===== config.mk =====
export PLATFORM = sky130hd
export DESIGN_NAME = lnp_ctrl
export DESIGN_NICKNAME = d
export VERILOG_FILES = /design/src/rtl/lnp_pkg.sv /design/src/rtl/lnp_ctrl.sv
export SDC_FILE = /design/constraint.sdc
export NUM_CORES = 1
export LEC_CHECK = 0
export BUFFER_PORTS_ARGS = -buffer_cell sky130_fd_sc_hd__buf_2
export CORE_MARGIN = 2
export CORE_UTILIZATION = 50
export DETAILED_ROUTE_END_ITERATION = 12
export GPL_TIMING_DRIVEN = 0
export MAX_ROUTING_LAYER = met4
export PLACE_DENSITY = 0.81
export SLEW_MARGIN = 20
export SYNTH_ARGS = -nofsm -noshare
export SYNTH_HDL_FRONTEND = slang
export SYNTH_SLANG_ARGS = --single-unit

===== constraint.sdc =====
create_clock -name clk -period 3.8 [get_ports clk]
set_clock_uncertainty 0.15 [all_clocks]
set_input_delay 0.57 -clock clk [delete_from_list [all_inputs] [get_ports clk]]
set_output_delay 0.57 -clock clk [all_outputs]
set_load 0.02 [all_outputs]

===== src/rtl/lnp_pkg.sv =====
package lnp_pkg;

  localparam int LNP_POOL_NODES = 512;

  localparam int POS_W  = 10;
  localparam int VAL_W  = 32;
  localparam int NODE_W = 9;
  localparam int STAT_W = 2;

  // in_tdata: position, value; out_tdata: removed_value, node_index
  localparam int IN_TDATA_W  = ((POS_W + VAL_W + 7) / 8) * 8;
  localparam int OUT_TDATA_W = ((VAL_W + NODE_W + 7) / 8) * 8;
  localparam int IN_TUSER_W  = 1;
  localparam int OUT_TUSER_W = STAT_W;

  typedef enum logic {
    MODE_INS = 1'b0,
    MODE_DEL = 1'b1
  } mode_t;

  typedef enum logic [STAT_W-1:0] {
    ST_OK        = 2'd0,
    ST_NULL_POS  = 2'd1,
    ST_EXHAUSTED = 2'd2,
    ST_NO_NEXT   = 2'd3
  } stat_t;

  typedef struct packed {
    logic  clr;      // init pass: write one link entry
    logic  load;     // latch input beat
    logic  rd_ins;   // read link[free_head] and link[pos]
    logic  rd_pos;   // read link[pos]
    logic  rd_next;  // read link[q] and value[q], q = link[pos]
    logic  wr_ins1;  // link[q] <= link[pos], value[q] <= value, pop free head
    logic  wr_ins2;  // link[pos] <= q
    logic  wr_del1;  // link[pos] <= link[q]
    logic  wr_del2;  // link[q] <= free head, push q
    logic  out_load;
    stat_t out_status;
  } cmd_t;

  typedef struct packed {
    logic clr_done;
    logic pos_null;
    logic mode_del;
    logic fh_valid;
    logic nxt_valid;
    logic out_free;
  } sts_t;

endpackage


===== src/rtl/lnp_ctrl.sv =====
module lnp_ctrl (
  input  logic          clk,
  input  logic          rst_n,
  input  logic          in_tvalid,
  output logic          in_tready,
  input  lnp_pkg::sts_t sts,
  output lnp_pkg::cmd_t cmd
);
  import lnp_pkg::*;

  typedef enum logic [8:0] {
    S_INIT   = 9'b000000001,
    S_IDLE   = 9'b000000010,
    S_CHK    = 9'b000000100,
    S_INS_W1 = 9'b000001000,
    S_INS_W2 = 9'b000010000,
    S_DEL_RD = 9'b000100000,
    S_DEL_W1 = 9'b001000000,
    S_DEL_W2 = 9'b010000000,
    S_FIN    = 9'b100000000
  } state_t;

  state_t st_r, st_nxt;
  stat_t  res_r, res_nxt;

  always_comb begin
    cmd            = '0;
    cmd.out_status = res_r;
    st_nxt         = st_r;
    res_nxt        = res_r;
    in_tready      = 1'b0;
    case (st_r)
      S_INIT: begin
        cmd.clr = 1'b1;
        if (sts.clr_done) st_nxt = S_IDLE;
      end
      S_IDLE: begin
        in_tready = 1'b1;
        if (in_tvalid) begin
          cmd.load = 1'b1;
          st_nxt   = S_CHK;
        end
      end
      S_CHK: begin
        if (sts.pos_null) begin
          res_nxt = ST_NULL_POS;
          st_nxt  = S_FIN;
        end else if (!sts.mode_del) begin
          if (!sts.fh_valid) begin
            res_nxt = ST_EXHAUSTED;
            st_nxt  = S_FIN;
          end else begin
            cmd.rd_ins = 1'b1;
            st_nxt     = S_INS_W1;
          end
        end else begin
          cmd.rd_pos = 1'b1;
          st_nxt     = S_DEL_RD;
        end
      end
      S_INS_W1: begin
        cmd.wr_ins1 = 1'b1;
        st_nxt      = S_INS_W2;
      end
      S_INS_W2: begin
        cmd.wr_ins2 = 1'b1;
        res_nxt     = ST_OK;
        st_nxt      = S_FIN;
      end
      S_DEL_RD: begin
        if (!sts.nxt_valid) begin
          res_nxt = ST_NO_NEXT;
          st_nxt  = S_FIN;
        end else begin
          cmd.rd_next = 1'b1;
          st_nxt      = S_DEL_W1;
        end
      end
      S_DEL_W1: begin
        cmd.wr_del1 = 1'b1;
        st_nxt      = S_DEL_W2;
      end
      S_DEL_W2: begin
        cmd.wr_del2 = 1'b1;
        res_nxt     = ST_OK;
        st_nxt      = S_FIN;
      end
      S_FIN: begin
        if (sts.out_free) begin
          cmd.out_load = 1'b1;
          st_nxt       = S_IDLE;
        end
      end
      default: st_nxt = S_IDLE;
    endcase
  end

  always_ff @(posedge clk) begin
    if (!rst_n) begin
      st_r  <= S_INIT;
      res_r <= ST_OK;
    end else begin
      st_r  <= st_nxt;
      res_r <= res_nxt;
    end
  end

endmodule


; Yosys cells after proc, flatten, opt, wreduce, memory -nomap -nowiden
; Index checks and enable logic that the tools add are counted.
[word_totals]
regBits = 11
input_bits = 9
output_inout_bits = 13
word_cells = 51
[classes]
n_eq_ne = 15
mux = 30
n_reduce_logical = 4
[op_table]
columns = cell, count
row1 = 9-bit case mux with 8 select lines, 1
row2 = 9-bit 2-to-1 mux, 7
row3 = 1-bit 2-to-1 mux, 15
row4 = 2-bit 2-to-1 mux, 6
row5 = 9-bit by 1-bit == test with 1-bit output (second input constant), 1
row6 = 9-bit by 2-bit == test with 1-bit output (second input constant), 1
row7 = 9-bit by 3-bit == test with 1-bit output (second input constant), 1
row8 = 9-bit by 4-bit == test with 1-bit output (second input constant), 1
row9 = 9-bit by 5-bit == test with 1-bit output (second input constant), 1
row10 = 9-bit by 6-bit == test with 1-bit output (second input constant), 1
row11 = 9-bit by 7-bit == test with 1-bit output (second input constant), 1
row12 = 9-bit by 8-bit == test with 1-bit output (second input constant), 1
row13 = 9-bit == test (second input constant), 1
row14 = 2-bit != test (second input constant), 4
row15 = 3-bit != test (second input constant), 2
row16 = 2-bit case mux with 3 select lines, 1
row17 = 4-bit AND reduction, 1
row18 = 3-bit AND reduction, 1
row19 = 3-bit nonzero test, 1
row20 = 2-bit OR reduction, 1

; Logic depth before layout (Yosys ltp)
[logic_depth]
ltp_word = 4
mapped_depth = 6
ltp_nobuf = 4

; Worst setup path after synthesis
; OpenSTA, ideal clock, no wires.
[synth_timing]
kind = register to output
startpoint = reg st_r[4]
endpoint = out cmd[2] (netlist bit)
arrival_ps = 1658
setup_slack_ps = 1422
stages_incl_launch_ff = 5
n_path_buf = 1
path_cell_list = dfxtp_1 buf_2 nor3_1 nand2_1 nor4b_1
[synth_rtl]
columns = item, line
row1 = "start, declared", lnp_ctrl.sv:23  ; state_t st_r, st_nxt;
row2 = "start signal, assigned", lnp_ctrl.sv:103  ; st_r <= st_nxt;
row3 = "end, declared", lnp_ctrl.sv:7  ; output lnp_pkg::cmd_t cmd

==> flow_metrics.py <==
metrics = {
    "setup_path": {
        "reg2regPathDepth": 5,
        "worstSetupPathType": "reg2out",
        "r2r-start": "st_r[5]",
        "end_kind": "primary output",
        "cp-start-kind": "register",
        "critPathRequiredTime_ps": 3080,
        "rrSetupSlack_ps": 1870,
        "arrival_ps": 1960,
        "r2r-end": "res_r[1]",
        "cp_max_fo": 7,
    },
    "synthesis": {
        "syn_area_um2": 752,
        "syn_inst": 90,
        "synthDistinctLibCells": 32,
        "ys_ff_latch": 11,
        "syn_area_per_cell_um2": 8.36,
        "syn_nets": 99,
        "yosysWarningCount": 0,
        "synth-seq-area-share": 0.293,
    },
    "floorplan": {
        "die_h_um": 42.8,
        "die_w_um": 42.8,
        "num_io_pins": 22,
        "die_area_mm2": 0.00183,
        "core-area_mm2": 0.00135,
        "rows": 13,
        "start_util": 0.557,
    },
    "min_path": {
        "min_from": "res_r[0]",
        "hp-class": "reg2reg",
        "worstHoldEndpoint": "res_r[0]",
        "whs_path_depth": 2,
    },
    "global_route": {
        "busiest_layer": "met2",
        "grtUsageMet3": 0.0851,
        "grt_max_degree": 11,
        "gr-total-overflow": 0,
        "grtUsageTotal": 0.194,
        "antenna_found_initial": 0,
        "grt_pass1_wl_um": 2610,
        "grt_use_met1": 0.240,
        "use_met2": 0.297,
        "grt_pass1_vias": 614,
    },
    "power": {
        "peakVddDrop_uv": 168,
        "power.density_mw_per_mm2": 271,
        "p_int_uw": 176,
        "p_sw_uw": 69.2,
        "combPwrFrac": 0.169,
        "pwr-share-seq": 0.497,
        "clockPowerShare": 0.335,
        "p_total_uw": 245,
        "p_sw_frac": 0.283,
        "p_leak_nw": 0.438,
    },
    "place": {
        "portBuffers": 21,
        "hpwl_um": 1210,
        "gp_congestion": 0.792,
        "place_inst": 126,
        "placed_cell_area_um2": 876,
    },
    "routing": {
        "drtPass1Iterations": 4,
        "drt-wirelength-per-cell_um": 12.9,
        "routed-via-count": 742,
        "via_per_inst": 5.71,
        "drc": 0,
        "wl_um": 1680,
        "detail-route-antenna-nets": 0,
        "drtIter0Drc": 23,
    },
    "cells_and_area": {
        "stdcell_area_um2": 902,
        "final_cells": 130,
        "final_cell_mix": "25 x buf_2, 11 x dfxtp_1, 7 x nand2_1, 7 x nor2_1",
        "fin_nets": 125,
        "drive_gt1_frac": 0.330,
        "area_growth_pct": 20.0,
        "antenna_cells": 0,
        "fill_cells": 128,
        "mostFrequentLayoutCell": "buf_2",
    },
    "timing": {
        "hold_violations": 0,
        "tightest_slew_ps": 573,
        "whs_ps": 322,
        "slew_violations": 0,
        "tns_ps": 0,
        "fin_crit_ps": 2680,
        "fin_crit_sh": 0.706,
        "rsz0062_at_grt": "no",
        "maxSlewHeadroom": 0.616,
        "fmax_mhz": 373,
        "setup_viol": 0,
    },
    "clock_tree": {
        "clock_latency_ps": 270,
        "clock-sinks": 11,
        "cts_setup_buffers": 0,
        "cts-buffers-inserted": 3,
        "cts_root_buf": "clkbuf_4",
        "cts_resized": 0,
        "hold_buffers": 0,
        "cts_tree": "built",
        "path_clk_slew_ps": 70,
        "clk_path_buf_depth": 2,
        "h-tree-depth": 1,
    },
    "outcome": {
        "status": "finished, final reports clean",
    },
    "run": {
        "cap_viol_max_count": 0,
    },
}
-- sequential cells by signal, indices dropped and copies added (netlist names) --
register and flops:
res_r 2, st_r 9
-- through the flow --
| stage | setup WS [ps] | util |
|---|---|---|
| after floorplan | 1420 | - |
| after global placement | 1440 | 0.649 |
| after detailed placement | 1420 | 0.649 |
| after CTS | 1130 | 0.668 |
| after global routing | 1050 | 0.668 |
| final | 1120 | 0.668 |
-- cells by family (layout without fill, tap and decap cells) --
family | count (synthesis) | in the layout | synth area share
buffers and inverters | 12 | 37 | 0.0765
AND/OR/NAND/NOR | 47 | 47 | 0.426
XOR/XNOR | 3 | 3 | 0.0349
AO/OA/AOI/OAI | 15 | 15 | 0.143
multiplexers | 2 | 2 | 0.0266
flip-flops | 11 | 11 | 0.293
-- worst max-delay path by stage --
stage                  from      to  slack [ps]  cells past startpoint
global placement    st_r[8]  cmd[8]        1440                      6
global route        st_r[8]  cmd[8]        1050                      6
detailed placement  st_r[8]  cmd[8]        1420                      6
finish              st_r[8]  cmd[8]        1120                      6
floorplan           st_r[4]  cmd[2]        1420                      4
CTS                 st_r[8]  cmd[8]        1130                      6
-- critical path, stage by stage (launching register included) --
cell and delay, ps:
dfxtp_1 360, or3_4 450, or3_4 380, nor2_1 130, and2_1 130, buf_4 90
buf_2 140
-- final cells by class --
type,instances,area (um2),share of cell area
Sequential cell,11,220,0.244
Timing Repair Buffer,21,105,0.117
Buffer,7,38.8,0.0430
Tap cell,15,18.8,0.0208
Clock buffer,4,26.3,0.0291
Inverter,5,18.8,0.0208
Multi-Input combinational cell,67,474,0.526
-- power groups by stage --
stage / combinational, mW / sequential (mW) / clock, mW
2_1_floorplan: 0.0281 / 0.123 / 0
3_3_place_gp: 0.0397 / 0.124 / 0
3_5_place_dp: 0.0410 / 0.124 / 0
4_1_cts: 0.0411 / 0.121 / 0.0825
5_1_grt: 0.0449 / 0.122 / 0.0873
6_report: 0.0413 / 0.122 / 0.0819
-- layer usage --
metal  vias up  share of wire  routed length [um]
met5         -              0                   0
li1        373              -                   -
met1       340           0.43                 731
met4         0         0.0030                   5
met2        27           0.49                 824
met3         2          0.072                 121
-- cells in the mapped netlist --
cell type | instances | share of area
mux2i_1 | 2 | 0.027
nor2_1 | 7 | 0.035
buf_4 | 2 | 0.020
a21o_1 | 2 | 0.020
and2_1 | 5 | 0.042
o41ai_1 | 1 | 0.012
nor4_4 | 2 | 0.057
or3_4 | 2 | 0.030
xnor2_1 | 1 | 0.012
nand2_1 | 7 | 0.035
o2111ai_1 | 1 | 0.012
nor4_1 | 3 | 0.025
xor2_1 | 2 | 0.023
inv_1 | 5 | 0.025
nor3_1 | 5 | 0.033
and3_1 | 5 | 0.042
nand2b_1 | 2 | 0.017
clkbuf_1 | 1 | 0.0050
or4b_4 | 1 | 0.018
nor4b_1 | 4 | 0.047
dfxtp_1 | 11 | 0.29
a22o_1 | 1 | 0.012
or2_2 | 2 | 0.017
a21oi_1 | 1 | 0.0066
a2bb2oi_1 | 1 | 0.012
nor3b_1 | 1 | 0.010
nor4b_2 | 1 | 0.020
buf_2 | 4 | 0.027
o21ai_0 | 3 | 0.020
o31ai_1 | 1 | 0.010
a211oi_1 | 2 | 0.020
o21a_1 | 2 | 0.020
No activity file was read; power rests on OpenSTA's default activity.
